<file path="src/rtl/core/mmpw_pkg.sv">
package mmpw_pkg;

  localparam int unsigned NumMotors  = 5;
  localparam int unsigned DutyW      = 8;
  localparam int unsigned TimeW      = 16;
  localparam int unsigned IdleW      = 17;
  localparam int unsigned DriveW     = 2;
  localparam int unsigned MotorIdxW  = 3;
  localparam int unsigned ProdW      = DutyW + TimeW;
  localparam int unsigned DivSteps   = DutyW;
  localparam int unsigned DivCntW    = $clog2(DivSteps);
  localparam int unsigned CfgIdxW    = 1;

  localparam int unsigned SDataW     = 16;
  localparam int unsigned SUserW     = 2;
  localparam int unsigned MDataW     = 56;

  localparam logic [TimeW-1:0] RampReset    = 16'd600;
  localparam logic [TimeW-1:0] TimeoutReset = 16'd400;
  localparam logic [IdleW-1:0] IdleMax      = {IdleW{1'b1}};
  localparam logic [TimeW-1:0] ElapsedMax   = {TimeW{1'b1}};

  typedef enum logic [1:0] {
    ReqTick      = 2'd0,
    ReqStart     = 2'd1,
    ReqStopAll   = 2'd2,
    ReqKeepalive = 2'd3
  } req_e;

  typedef enum logic [CfgIdxW-1:0] {
    CfgRampTime = 1'b0,
    CfgTimeout  = 1'b1
  } cfg_idx_e;

  localparam logic [DriveW-1:0] DriveOff = 2'd0;
  localparam logic [DriveW-1:0] DriveFwd = 2'd1;
  localparam logic [DriveW-1:0] DriveBwd = 2'd2;

  localparam logic [1:0] DirFwd = 2'b01;
  localparam logic [1:0] DirBwd = 2'b11;

  typedef struct packed {
    logic             start;
    logic [ProdW-1:0] dividend;
    logic [TimeW-1:0] divisor;
  } div_req_t;

  typedef struct packed {
    logic             done;
    logic [DutyW-1:0] quot;
  } div_rsp_t;

endpackage

</file>
<file path="src/rtl/core/mmpw_div.sv">
module mmpw_div
  import mmpw_pkg::*;
(
  input  logic     clk_i,
  input  logic     rst_ni,
  input  div_req_t req_i,
  output div_rsp_t rsp_o
);

  logic               busy_q, busy_d;
  logic               done_q, done_d;
  logic [DivCntW-1:0] cnt_q, cnt_d;
  logic [TimeW-1:0]   rem_q, rem_d;
  logic [DutyW-1:0]   dvd_q, dvd_d;
  logic [TimeW-1:0]   dsr_q, dsr_d;
  logic [TimeW:0]     trial;

  always_comb begin
    busy_d = busy_q;
    done_d = 1'b0;
    cnt_d  = cnt_q;
    rem_d  = rem_q;
    dvd_d  = dvd_q;
    dsr_d  = dsr_q;
    trial  = {rem_q, dvd_q[DutyW-1]} - {1'b0, dsr_q};
    if (req_i.start) begin
      busy_d = 1'b1;
      cnt_d  = '0;
      rem_d  = req_i.dividend[ProdW-1:DutyW];
      dvd_d  = req_i.dividend[DutyW-1:0];
      dsr_d  = req_i.divisor;
    end else if (busy_q) begin
      if (!trial[TimeW]) begin
        rem_d = trial[TimeW-1:0];
      end else begin
        rem_d = {rem_q[TimeW-2:0], dvd_q[DutyW-1]};
      end
      dvd_d = {dvd_q[DutyW-2:0], ~trial[TimeW]};
      cnt_d = cnt_q + 1'b1;
      if (cnt_q == DivCntW'(DivSteps - 1)) begin
        busy_d = 1'b0;
        done_d = 1'b1;
      end
    end
  end

  always_ff @(posedge clk_i or negedge rst_ni) begin
    if (!rst_ni) begin
      busy_q <= 1'b0;
      done_q <= 1'b0;
      cnt_q  <= '0;
    end else begin
      busy_q <= busy_d;
      done_q <= done_d;
      cnt_q  <= cnt_d;
    end
  end

  always_ff @(posedge clk_i) begin
    rem_q <= rem_d;
    dvd_q <= dvd_d;
    dsr_q <= dsr_d;
  end

  assign rsp_o.done = done_q;
  assign rsp_o.quot = dvd_q;

endmodule

</file>
<file path="src/rtl/core/multi_motor_pwm_ramp_watchdog.sv">
// channel  | direction | fields
// s_axis   | in        | tuser: req_type; tdata: motor_sel, direction, target_speed
// m_axis   | out       | tdata: pwm_m1..pwm_m5, drive_m1..drive_m5, watchdog_trip
// cfg      | in        | cfg_idx_i 0 ramp_time, 1 idle_limit
//
// A command goes from StIdle to StDone; a tick also walks StRamp over each motor,
// and a ramping motor passes StDivStart and StDivWait (8-step shared divider).
// Reset clears all motor state and loads ramp_time 600, idle_limit 400.
// s_axis_tready is high only while no item is in work; a result stalled on
// m_axis holds the sequencer before its output register load.
module multi_motor_pwm_ramp_watchdog
  import mmpw_pkg::*;
(
  input  logic               clk_i,
  input  logic               rst_ni,

  input  logic               s_axis_tvalid,
  output logic               s_axis_tready,
  input  logic [SDataW-1:0]  s_axis_tdata,  // motor_sel, direction, target_speed
  input  logic [SUserW-1:0]  s_axis_tuser,  // req_type

  output logic               m_axis_tvalid,
  input  logic               m_axis_tready,
  output logic [MDataW-1:0]  m_axis_tdata,  // pwm_m1..5, drive_m1..5, watchdog_trip

  input  logic               cfg_we_i,
  input  logic [CfgIdxW-1:0] cfg_idx_i,
  input  logic [TimeW-1:0]   cfg_wdata_i
);

  typedef enum logic [2:0] {
    StIdle,
    StRamp,
    StDivStart,
    StDivWait,
    StDone
  } state_e;

  state_e               state_q;
  logic [TimeW-1:0]     ramp_q, timeout_q;
  logic                 active_q [NumMotors];
  logic [DutyW-1:0]     target_q [NumMotors];
  logic [DutyW-1:0]     level_q  [NumMotors];
  logic [TimeW-1:0]     elapsed_q[NumMotors];
  logic [DriveW-1:0]    drive_q  [NumMotors];
  logic [IdleW-1:0]     idle_q;
  logic                 trip_q;
  logic [MotorIdxW-1:0] idx_q;
  logic [ProdW-1:0]     prod_q;
  logic                 m_valid_q;
  logic [MDataW-1:0]    m_data_q;

  req_e                 req;
  logic [MotorIdxW-1:0] sel;
  logic [MotorIdxW-1:0] sel_m;
  logic [1:0]           dir;
  logic [DutyW-1:0]     spd;
  logic [DriveW-1:0]    new_drive;
  logic [IdleW-1:0]     idle_inc;
  logic                 wd_fire;
  logic [TimeW-1:0]     el_new;
  logic [MDataW-1:0]    out_word;
  logic                 accept;
  div_req_t             div_req;
  div_rsp_t             div_rsp;

  assign req   = req_e'(s_axis_tuser);
  assign sel   = s_axis_tdata[2:0];
  assign dir   = s_axis_tdata[4:3];
  assign spd   = s_axis_tdata[12:5];
  assign sel_m = sel - 1'b1;

  assign s_axis_tready = (state_q == StIdle);
  assign accept        = s_axis_tvalid && s_axis_tready;

  always_comb begin
    unique case (dir)
      DirFwd:  new_drive = DriveFwd;
      DirBwd:  new_drive = DriveBwd;
      default: new_drive = DriveOff;
    endcase
  end

  assign idle_inc = (idle_q == IdleMax) ? idle_q : idle_q + 1'b1;
  assign wd_fire  = idle_inc > {1'b0, timeout_q};
  assign el_new   = (elapsed_q[idx_q] == ElapsedMax) ? elapsed_q[idx_q]
                                                     : elapsed_q[idx_q] + 1'b1;

  always_comb begin
    out_word = '0;
    for (int i = 0; i < NumMotors; i++) begin
      out_word[i*DutyW +: DutyW] = level_q[i];
      out_word[NumMotors*DutyW + i*DriveW +: DriveW] = drive_q[i];
    end
    out_word[NumMotors*(DutyW+DriveW)] = trip_q;
  end

  assign div_req.start    = (state_q == StDivStart);
  assign div_req.dividend = prod_q;
  assign div_req.divisor  = ramp_q;

  mmpw_div u_div (
    .clk_i  (clk_i),
    .rst_ni (rst_ni),
    .req_i  (div_req),
    .rsp_o  (div_rsp)
  );

  always_ff @(posedge clk_i or negedge rst_ni) begin
    if (!rst_ni) begin
      ramp_q    <= RampReset;
      timeout_q <= TimeoutReset;
    end else if (cfg_we_i) begin
      unique case (cfg_idx_e'(cfg_idx_i))
        CfgRampTime: ramp_q    <= cfg_wdata_i;
        CfgTimeout:  timeout_q <= cfg_wdata_i;
        default:     ;
      endcase
    end
  end

  always_ff @(posedge clk_i or negedge rst_ni) begin
    if (!rst_ni) begin
      state_q   <= StIdle;
      idle_q    <= '0;
      trip_q    <= 1'b0;
      idx_q     <= '0;
      prod_q    <= '0;
      m_valid_q <= 1'b0;
      for (int i = 0; i < NumMotors; i++) begin
        active_q[i]  <= 1'b0;
        target_q[i]  <= '0;
        level_q[i]   <= '0;
        elapsed_q[i] <= '0;
        drive_q[i]   <= DriveOff;
      end
    end else begin
      if (state_q == StDone && (!m_valid_q || m_axis_tready)) begin
        m_valid_q <= 1'b1;
      end else if (m_valid_q && m_axis_tready) begin
        m_valid_q <= 1'b0;
      end
      unique case (state_q)
        StIdle: begin
          if (accept) begin
            trip_q <= (req == ReqTick) && wd_fire;
            idx_q  <= '0;
            unique case (req)
              ReqTick: begin
                state_q <= StRamp;
                if (wd_fire) begin
                  idle_q <= '0;
                  for (int i = 0; i < NumMotors; i++) begin
                    active_q[i] <= 1'b0;
                    level_q[i]  <= '0;
                    drive_q[i]  <= DriveOff;
                  end
                end else begin
                  idle_q <= idle_inc;
                end
              end
              ReqStart: begin
                state_q <= StDone;
                idle_q  <= '0;
                if (sel >= MotorIdxW'(1) && sel <= MotorIdxW'(NumMotors)) begin
                  drive_q[sel_m] <= new_drive;
                  if (!active_q[sel_m]) begin
                    target_q[sel_m]  <= spd;
                    elapsed_q[sel_m] <= '0;
                    level_q[sel_m]   <= '0;
                    active_q[sel_m]  <= 1'b1;
                  end
                end
              end
              ReqStopAll: begin
                state_q <= StDone;
                idle_q  <= '0;
                for (int i = 0; i < NumMotors; i++) begin
                  active_q[i] <= 1'b0;
                  level_q[i]  <= '0;
                  drive_q[i]  <= DriveOff;
                end
              end
              default: begin
                state_q <= StDone;
                idle_q  <= '0;
              end
            endcase
          end
        end
        StRamp: begin
          if (active_q[idx_q]) begin
            elapsed_q[idx_q] <= el_new;
            prod_q <= {{TimeW{1'b0}}, target_q[idx_q]} * {{DutyW{1'b0}}, el_new};
          end
          if (active_q[idx_q] && el_new < ramp_q) begin
            state_q <= StDivStart;
          end else begin
            if (active_q[idx_q]) begin
              level_q[idx_q] <= target_q[idx_q];
            end
            if (idx_q == MotorIdxW'(NumMotors - 1)) begin
              state_q <= StDone;
            end else begin
              idx_q <= idx_q + 1'b1;
            end
          end
        end
        StDivStart: begin
          state_q <= StDivWait;
        end
        StDivWait: begin
          if (div_rsp.done) begin
            level_q[idx_q] <= div_rsp.quot;
            if (idx_q == MotorIdxW'(NumMotors - 1)) begin
              state_q <= StDone;
            end else begin
              idx_q   <= idx_q + 1'b1;
              state_q <= StRamp;
            end
          end
        end
        StDone: begin
          if (!m_valid_q || m_axis_tready) begin
            state_q <= StIdle;
          end
        end
        default: state_q <= StIdle;
      endcase
    end
  end

  always_ff @(posedge clk_i) begin
    if (state_q == StDone && (!m_valid_q || m_axis_tready)) begin
      m_data_q <= out_word;
    end
  end

  assign m_axis_tvalid = m_valid_q;
  assign m_axis_tdata  = m_data_q;

endmodule

</file>
<file path="config.mk">
export PLATFORM = sky130hd
export DESIGN_NAME = multi_motor_pwm_ramp_watchdog
export DESIGN_NICKNAME = d
export VERILOG_FILES = /design/src/rtl/core/mmpw_pkg.sv /design/src/rtl/core/mmpw_div.sv /design/src/rtl/core/multi_motor_pwm_ramp_watchdog.sv
export SDC_FILE = /design/constraint.sdc
export NUM_CORES = 1
export LEC_CHECK = 0
export BUFFER_PORTS_ARGS = -buffer_cell sky130_fd_sc_hd__buf_2
export CORE_MARGIN = 2
export CORE_UTILIZATION = 35
export CTS_CLUSTER_DIAMETER = 120
export DETAILED_ROUTE_END_ITERATION = 16
export GPL_TIMING_DRIVEN = 0
export SLEW_MARGIN = 10
export SYNTH_ARGS = -nofsm -noshare
export SYNTH_HDL_FRONTEND = slang
export SYNTH_SLANG_ARGS = --single-unit
</file>
<file path="constraint.sdc">
create_clock -name clk_i -period 12.65 [get_ports clk_i]
set_clock_uncertainty 0.1 [all_clocks]
set_input_delay 3.795 -clock clk_i [delete_from_list [all_inputs] [get_ports clk_i]]
set_output_delay 3.795 -clock clk_i [all_outputs]
set_load 0.05 [all_outputs]
</file>
==> results_dict.tcl, run 1 <==
set metrics [dict create \
    status "complete, but fails checks" \
    violations "DRC" \
    n_antenna_cell 0 \
    yosysSeqAreaShare_pct 44.3 \
    grt_first_pass_wirelength_mm 90.2 \
    crit_required_ns 12.96 \
    p_leak_nw 11.0 \
    grt_max_degree 108 \
    antenna_found_initial 0 \
    final.min_clock_period_ns 8.90 \
    holdBufCountCts 0 \
    dpl_cell_area_sq_um 22500 \
    hold_viol_final 0 \
    numClockSinks 352 \
    root_buffer "clkbuf_16" \
    numCtsBuffers 40 \
    wl_per_cell_um 18.6 \
    drt_iter0_drc 1132 \
    powerDensity_nw_per_um2 226 \
    grt_pass1_vias 15900 \
    netlist_area_sq_um 20900 \
    cp-end-kind "flip-flop" \
    dpl_worst_slack_ns 3.94 \
    dp_hpwl_mm 42.0 \
    drive_above_1_share_pct 13.6 \
    ant_nets 0 \
    overflow 0 \
    core_sq_um 59100 \
    worst_pin_slew_ns 1.24 \
    portBuffers 88 \
    worstSetupPathType "reg -> reg" \
    htreeDepth 2 \
    drc 12 \
    synth_flop_cell "dfrtp_1" \
    cts_buffer_depth 3 \
    yosysUniqueCellTypes 89 \
    ys_warn_count 0 \
    rsz0062_at_grt "false" \
    worst-path-buf-inv 8 \
    clk_pin_slew_ns 0.06 \
    fin_setup_tns_ns 0 \
    synth_top_cell_by_area "dfrtp_1" \
    die_h_um 249 \
    crit_family "adder cells" \
    initial_core_util_pct 35.4 \
    slew_headroom_pct 17.3 \
    nNetsFinal 2433 \
    vias 16100 \
    maxSlewViolCount 0 \
    holdPathStages 0 \
    routed.top_layer "met4" \
    synth_edf_count 91 \
    cp-start-kind "flip-flop" \
    reg2regPathDepth 31 \
    path_max_fanout 10 \
    cts_setup_buffers 0 \
    worst_path_largest_cell_delay_ns 0.55 \
    critPathMostFrequentCell "fa_1" \
    rows 89 \
    viasPerCell 5.34 \
    die-width_um 249 \
    met3WireLength_mm 3.02 \
    cts_tree "built" \
    cp_slowest_cell "clkbuf_1" \
    globalplace.congestion 0.902 \
    drv_cap 0 \
    finalInstanceArea_sq_um 23800 \
    drt-met1-wl_mm 25.4 \
    first_pass_iters 13 \
    ys_ff_latch 352 \
    dieArea_sq_um 61800 \
    postCtsResizedCells 0 \
    setup_viol 0 \
    peakVddDrop_v 0.000126 \
    wl_mm 56.0 \
    totalPowerFinal_mw 5.39 \
    synth_area_per_cell_sq_um 10.1 \
    fin_ws_ns 3.75 \
    max_freq_mhz 112 \
    cp.arrival_ns 9.21 \
    async_flop_share_pct 74.1 \
    syn_inst 2070 \
    period_share_pct 70.4 \
    worstSkewPairLatency_ns 0.57 \
    hold_path_class "reg -> reg" \
    wl_met2_mm 25.7 \
    grt_usage_pct 18.2 \
    syn_to_final_growth_pct 13.6 \
    ios 98 \
    crit_cells 31 \
    synth_top_area_share_pct 30.3 \
    synth.top_cells.by_area "dfrtp_1, edfxtp_1, fa_1" \
]
## cells in the mapped netlist (5+ instances only)
cell / number
o22ai_1: 6
and3_1: 24
nand3_1: 36
a221o_1: 7
o21ai_1: 7
xnor2_1: 38
nand4_1: 18
ha_1: 101
nand2b_1: 14
nor2_1: 193
a22oi_1: 17
buf_2: 11
o31ai_1: 8
o21a_1: 9
a21o_1: 22
nor3_1: 13
a31oi_1: 9
mux2i_1: 47
fa_1: 85
edfxtp_1: 91
buf_4: 10
a211oi_1: 5
o211ai_1: 7
nand2_1: 251
o21ai_0: 186
a32o_1: 16
dfstp_2: 7
nor2b_1: 15
clkbuf_1: 79
or3_1: 8
dfrtp_1: 254
and2_1: 8
a22o_1: 30
inv_1: 167
xor2_1: 23
or2_2: 20
a21oi_1: 70
mux2_2: 70
## report_power, final
group	internal, mW	leakage, nW	switching (mW)
registers	1.54	4.29	0.175
clock network	0.695	0.650	0.482
logic	0.858	6.03	1.64
total	3.10	11.0	2.29
## per-stage QoR
step | utilization (%) | cells | hold WS (ns)
floorplan | - | 2074 | 0.325
global placement | 37.8 | 2935 | 0.330
detailed placement | 38.0 | 2938 | 0.333
CTS | 40.2 | 3011 | 0.344
global route | 40.2 | 3011 | 0.351
finish | 40.2 | 3011 | 0.347
## path summary, 6_finish.rpt
path                                          from                    endpoint  slack [ns]
min                        level_q[17]$_DFFE_PN0P_  m_axis_tdata[17]$_DFFE_PP_        0.35
min in group asynchronous                   rst_ni       idle_q[9]$_DFFE_PN0P_        3.20
max in group asynchronous                   rst_ni   elapsed_q[14]$_DFFE_PN0P_        7.96
min reg2reg                level_q[17]$_DFFE_PN0P_  m_axis_tdata[17]$_DFFE_PP_        0.35
max                           idx_q[2]$_DFFE_PN0P_      prod_q[22]$_DFFE_PN0P_        3.75
max reg2reg                   idx_q[2]$_DFFE_PN0P_      prod_q[22]$_DFFE_PN0P_        3.75
## state kept, by name, summed over array words and instances, names as in the netlist, 16 cells and up
| register | count |
|---|---|
| u_div.dsr_q | 16 |
| u_div.rem_q | 16 |
| idle_q | 17 |
| m_axis_tdata | 51 |
| prod_q | 24 |
| timeout_q | 16 |
| ramp_q | 16 |
| level_q | 40 |
| target_q | 40 |
| elapsed_q | 80 |
## final cells by class
cell class,count,area [sq um]
buffer,107,499
clock buffer,54,1180
clock inverter,19,165
fill,5735,35300
inverter,169,634
multi-input combinational,1446,10600
sequential,352,9270
tap,773,967
timing repair buffer,91,526
## cell families after synthesis
logic type / share of synthesized area (%)
AND/OR/NAND/NOR: 13.5
AO/OA/AOI/OAI: 13.6
flip-flops: 44.3
buffers and inverters: 5.41
adder cells (fa/ha/maj): 14.2
multiplexers: 6.40
XOR/XNOR: 2.66
other: 0.0179
## cell usage in the layout (no fill, tap or decap), types with 20 or more instances in the layout
| cell | count |
|---|---|
| dfrtp_1 | 254 |
| a21o_1 | 22 |
| nor2_1 | 193 |
| xnor2_1 | 38 |
| and3_1 | 23 |
| fa_1 | 85 |
| a21oi_1 | 70 |
| clkbuf_16 | 42 |
| o21ai_0 | 186 |
| nand3_1 | 36 |
| buf_2 | 98 |
| or2_2 | 20 |
| mux2_2 | 70 |
| clkbuf_1 | 82 |
| xor2_1 | 23 |
| inv_1 | 167 |
| ha_1 | 101 |
| a22o_1 | 30 |
| mux2i_1 | 47 |
| nand2_1 | 251 |
| edfxtp_1 | 91 |
## per-layer routing
| metal | vias up | track usage (%) |
|---|---|---|
| met5 | - | 0 |
| met4 | 0 | 6.42 |
| met3 | 110 | 2.63 |
| met2 | 500 | 28.9 |
| met1 | 8051 | 25.3 |
| li1 | 7431 | - |
(Power assumes the default switching activity.)
==> run 2, diff against run 1 <==
--- a/config.mk
+++ b/config.mk
@@ -5,6 +5,7 @@
 export SDC_FILE = /design/constraint.sdc
 export NUM_CORES = 1
 export LEC_CHECK = 0
+export ABC_AREA = 1
 export BUFFER_PORTS_ARGS = -buffer_cell sky130_fd_sc_hd__buf_2
 export CORE_MARGIN = 2
 export CORE_UTILIZATION = 35
==> constraint.sdc (replaced) <==
create_clock -name clk_i -period 8.9 [get_ports clk_i]
set_clock_uncertainty 0.1 [all_clocks]
set_input_delay 2.67 -clock clk_i [delete_from_list [all_inputs] [get_ports clk_i]]
set_output_delay 2.67 -clock clk_i [all_outputs]
set_load 0.05 [all_outputs]
==> run 2 against run 1 <==
The flow now finishes without violations. Synthesized cell count increased by 34%. Global-route usage up 4.0 points. Flip-flop and latch count did not move. Non-clock buffer count up 28. Register-to-register slack worse by 3.1 ns. Sequential share of layout area decreased by 3.7 points.
==> results_dict.tcl, run 2 <==
set metrics [dict create \
    status "finished clean" \
    synthTopCellsByCount "nand2_1, inv_1, dfrtp_1" \
    drive_above_1_share_pct 11.6 \
    synth_xor_area_share_pct 2.00 \
    powerDensity_nw_per_um2 296 \
    portBuffers 89 \
    yosysUniqueCellTypes 64 \
    synthAdderAreaFrac_pct 12.8 \
    core_sq_um 65600 \
    net-switching-power_mw 3.63 \
    rsz0062_at_grt "false" \
    critPathMostFrequentCell "nand2_1" \
    path_max_fanout 10 \
    htreeDepth 2 \
    crit_cells 38 \
    dp_hpwl_mm 56.7 \
    multi_input_area_sq_um 11800 \
    yosysSeqAreaShare_pct 40.0 \
    synth.area.mux_share_pct 0 \
    cp-end-kind "flip-flop" \
    syn_inst 2770 \
    comb_power_share_pct 48.2 \
    largest_register_ffs 80 \
    r2r_end "prod_q[22]$_DFFE_PN0P_" \
    die-width_um 261 \
    grt_pass1_vias 19200 \
    syn_to_final_growth_pct 13.4 \
    dpl_worst_slack_ns 0.587 \
    synth_top_family_by_area "simple AND/OR/NAND/NOR gates" \
    holdPathStages 0 \
    worst_pin_slew_ns 1.26 \
    mostFrequentLayoutCell "nand2_1" \
    drc 0 \
    rows 94 \
    grt_first_pass_wirelength_mm 116 \
    cp_slowest_cell "o21ai_1" \
    cts_tree "built" \
    viasPerCell 5.28 \
    place_inst 3737 \
    synth_area_per_cell_sq_um 8.37 \
    top_register "elapsed_q" \
    holdBufCountCts 0 \
    period_share_pct 92.5 \
    holdPathEnd "m_axis_tdata[46]$_DFFE_PP_" \
    hold_viol_final 0 \
    wl_mm 75.2 \
    drt_iter0_drc 2260 \
    worstSetupPathType "reg -> reg" \
    clkPwrFrac_pct 21.9 \
    netlist_area_sq_um 23200 \
    nNetsFinal 3143 \
    initial_core_util_pct 35.3 \
    final.min_clock_period_ns 8.23 \
    max_freq_mhz 122 \
    final_cell_mix "nand2_1, inv_1, dfrtp_1" \
    wl_per_cell_um 19.7 \
    crit_family "adder cells" \
    vias 20100 \
    synth_top_cell_by_area "dfrtp_1" \
    r2r_start "idx_q[1]$_DFFE_PN0P_" \
    stdcell_count 3813 \
    register_area_sq_um 9270 \
    ant_nets 0 \
    ios 98 \
    cp-start-kind "flip-flop" \
    async_flop_share_pct 74.1 \
    cp.arrival_ns 8.64 \
    slew_headroom_pct 15.9 \
    worst_path_largest_cell_delay_ns 0.87 \
    r2r_slack_ns 0.67 \
    ys_warn_count 0 \
    switching_share_pct 46.7 \
    synth_top_area_share_pct 27.4 \
    synth-simple-area-share_pct 20.0 \
    grt_usage_pct 22.1 \
    fin_ws_ns 0.670 \
    hold_start "drive_q[2]$_DFFE_PN0P_" \
    synth_most_common_cell "nand2_1" \
    worst-path-buf-inv 8 \
    numClockSinks 352 \
    pwr-share-seq_pct 29.9 \
    grt_max_degree 85 \
    setup_viol 0 \
    p_int_mw 4.16 \
    fillers 6688 \
    reg2regPathDepth 38 \
    synth_edf_count 91 \
    synth_flop_cell "dfrtp_1" \
    drv_cap 0 \
    hold_path_class "reg -> reg" \
    synth.top_cells.by_area "dfrtp_1, edfxtp_1, nand2_1" \
    dieArea_sq_um 68300 \
    crit_required_ns 9.31 \
    antenna_found_initial 2 \
    first_pass_iters 6 \
    cts_buffer_depth 3 \
    die_h_um 261 \
    worstSkewPairLatency_ns 0.59 \
    p_leak_nw 12.3 \
    synth_compound_area_share_pct 15.9 \
    totalPowerFinal_mw 7.79 \
    numCtsBuffers 41 \
    overflow 0 \
    ys_ff_latch 352 \
    globalplace.congestion 0.963 \
    maxSlewViolCount 0 \
    root_buffer "clkbuf_16" \
    peakVddDrop_v 0.000153 \
    clk_pin_slew_ns 0.06 \
    n_antenna_cell 0 \
]
run 2: changes by cell type in the layout (fill, tap and decap cells not counted), moves of 26 or more:
cell      before  now
nand2_1      251  605
inv_1        167  380
nand3_1       36  115
mux2_2        70    0
o21ai_0      186  248
a32oi_1        1   56
nand2_2        0   49
mux2i_1       47    0
a31oi_1        9   53
o21ai_2        2   32
a22o_1        30    1
o211ai_1       7   33
run 2: area by class of cell:
cell class	instances	share of cell area, %
flip-flops and latches	352	35.3
clock inverters	20	0.657
repair buffers	100	2.32
clock buffers	55	4.50
plain buffers	126	2.61
inverters	391	5.62
well taps	864	4.11
multi-input cells	1905	44.9
run 2: how the worst max path moves through the flow:
| stage | startpoint | to | slack [ns] |
|---|---|---|---|
| after global routing | idx_q[1]$_DFFE_PN0P_ | prod_q[22]$_DFFE_PN0P_ | 0.20 |
| final | idx_q[1]$_DFFE_PN0P_ | prod_q[22]$_DFFE_PN0P_ | 0.67 |
| after floorplan | idx_q[1]$_DFFE_PN0P_ | prod_q[22]$_DFFE_PN0P_ | 2.30 |
| after detailed placement | idx_q[1]$_DFFE_PN0P_ | prod_q[22]$_DFFE_PN0P_ | 0.59 |
| after CTS | idx_q[1]$_DFFE_PN0P_ | prod_q[22]$_DFFE_PN0P_ | 0.55 |
| after global placement | rst_ni | level_q[13]$_DFFE_PN0P_ | -0.14 |
run 2: worst register-to-register path, delay by kind of cell, from the launching register on:
family,cells,cell delay (ns)
simple gates,16,1.78
xor+xnor,1,0.22
fa+ha+maj,6,2.71
compound gates,7,1.82
buf+inv,8,1.13
flops,1,0.39
run 2: power by group through the flow:
stage	clock network, mW	logic (mW)	registers [mW]
2_1_floorplan	0	2.26	2.54
3_3_place_gp	0	3.62	2.37
3_5_place_dp	0	3.68	2.36
4_1_cts	1.73	3.70	2.33
5_1_grt	1.79	4.09	2.37
6_report	1.71	3.75	2.33
run 2: repair_timing:
item	CTS	global route
buffers inserted	0	1
endpoints found under the hold margin	0	0
endpoints found under the setup margin	0	1
resized for setup	0	1
run 2: cells by family after synthesis:
family,Yosys count
and+or+nand+nor,1066
AOI/OAI and AO/OA,596
buffers and inverters,517
DFF,352
adders and majority gates,186
xor gates and xnor gates,52
other,1
run 2: through the flow:
step,instance area (sq um),TNS (ns),util (%),hold WS (ns)
final,26300,0,40.1,0.343
after global routing,26300,0,40.1,0.354
after CTS,26300,0,40.0,0.345
after detailed placement,24900,0,38.0,0.332
after global placement,24700,-22.91,37.7,0.329
after floorplan,23200,0,-,0.325
run 2: per-layer routing:
layer  GRT usage, %  wire [um]  share of wire [%]
met5              0         18              0.024
met4           7.40       2470                3.3
met3           3.26       6120                8.1
met2           34.6      33500                 45
met1           31.4      33000                 44
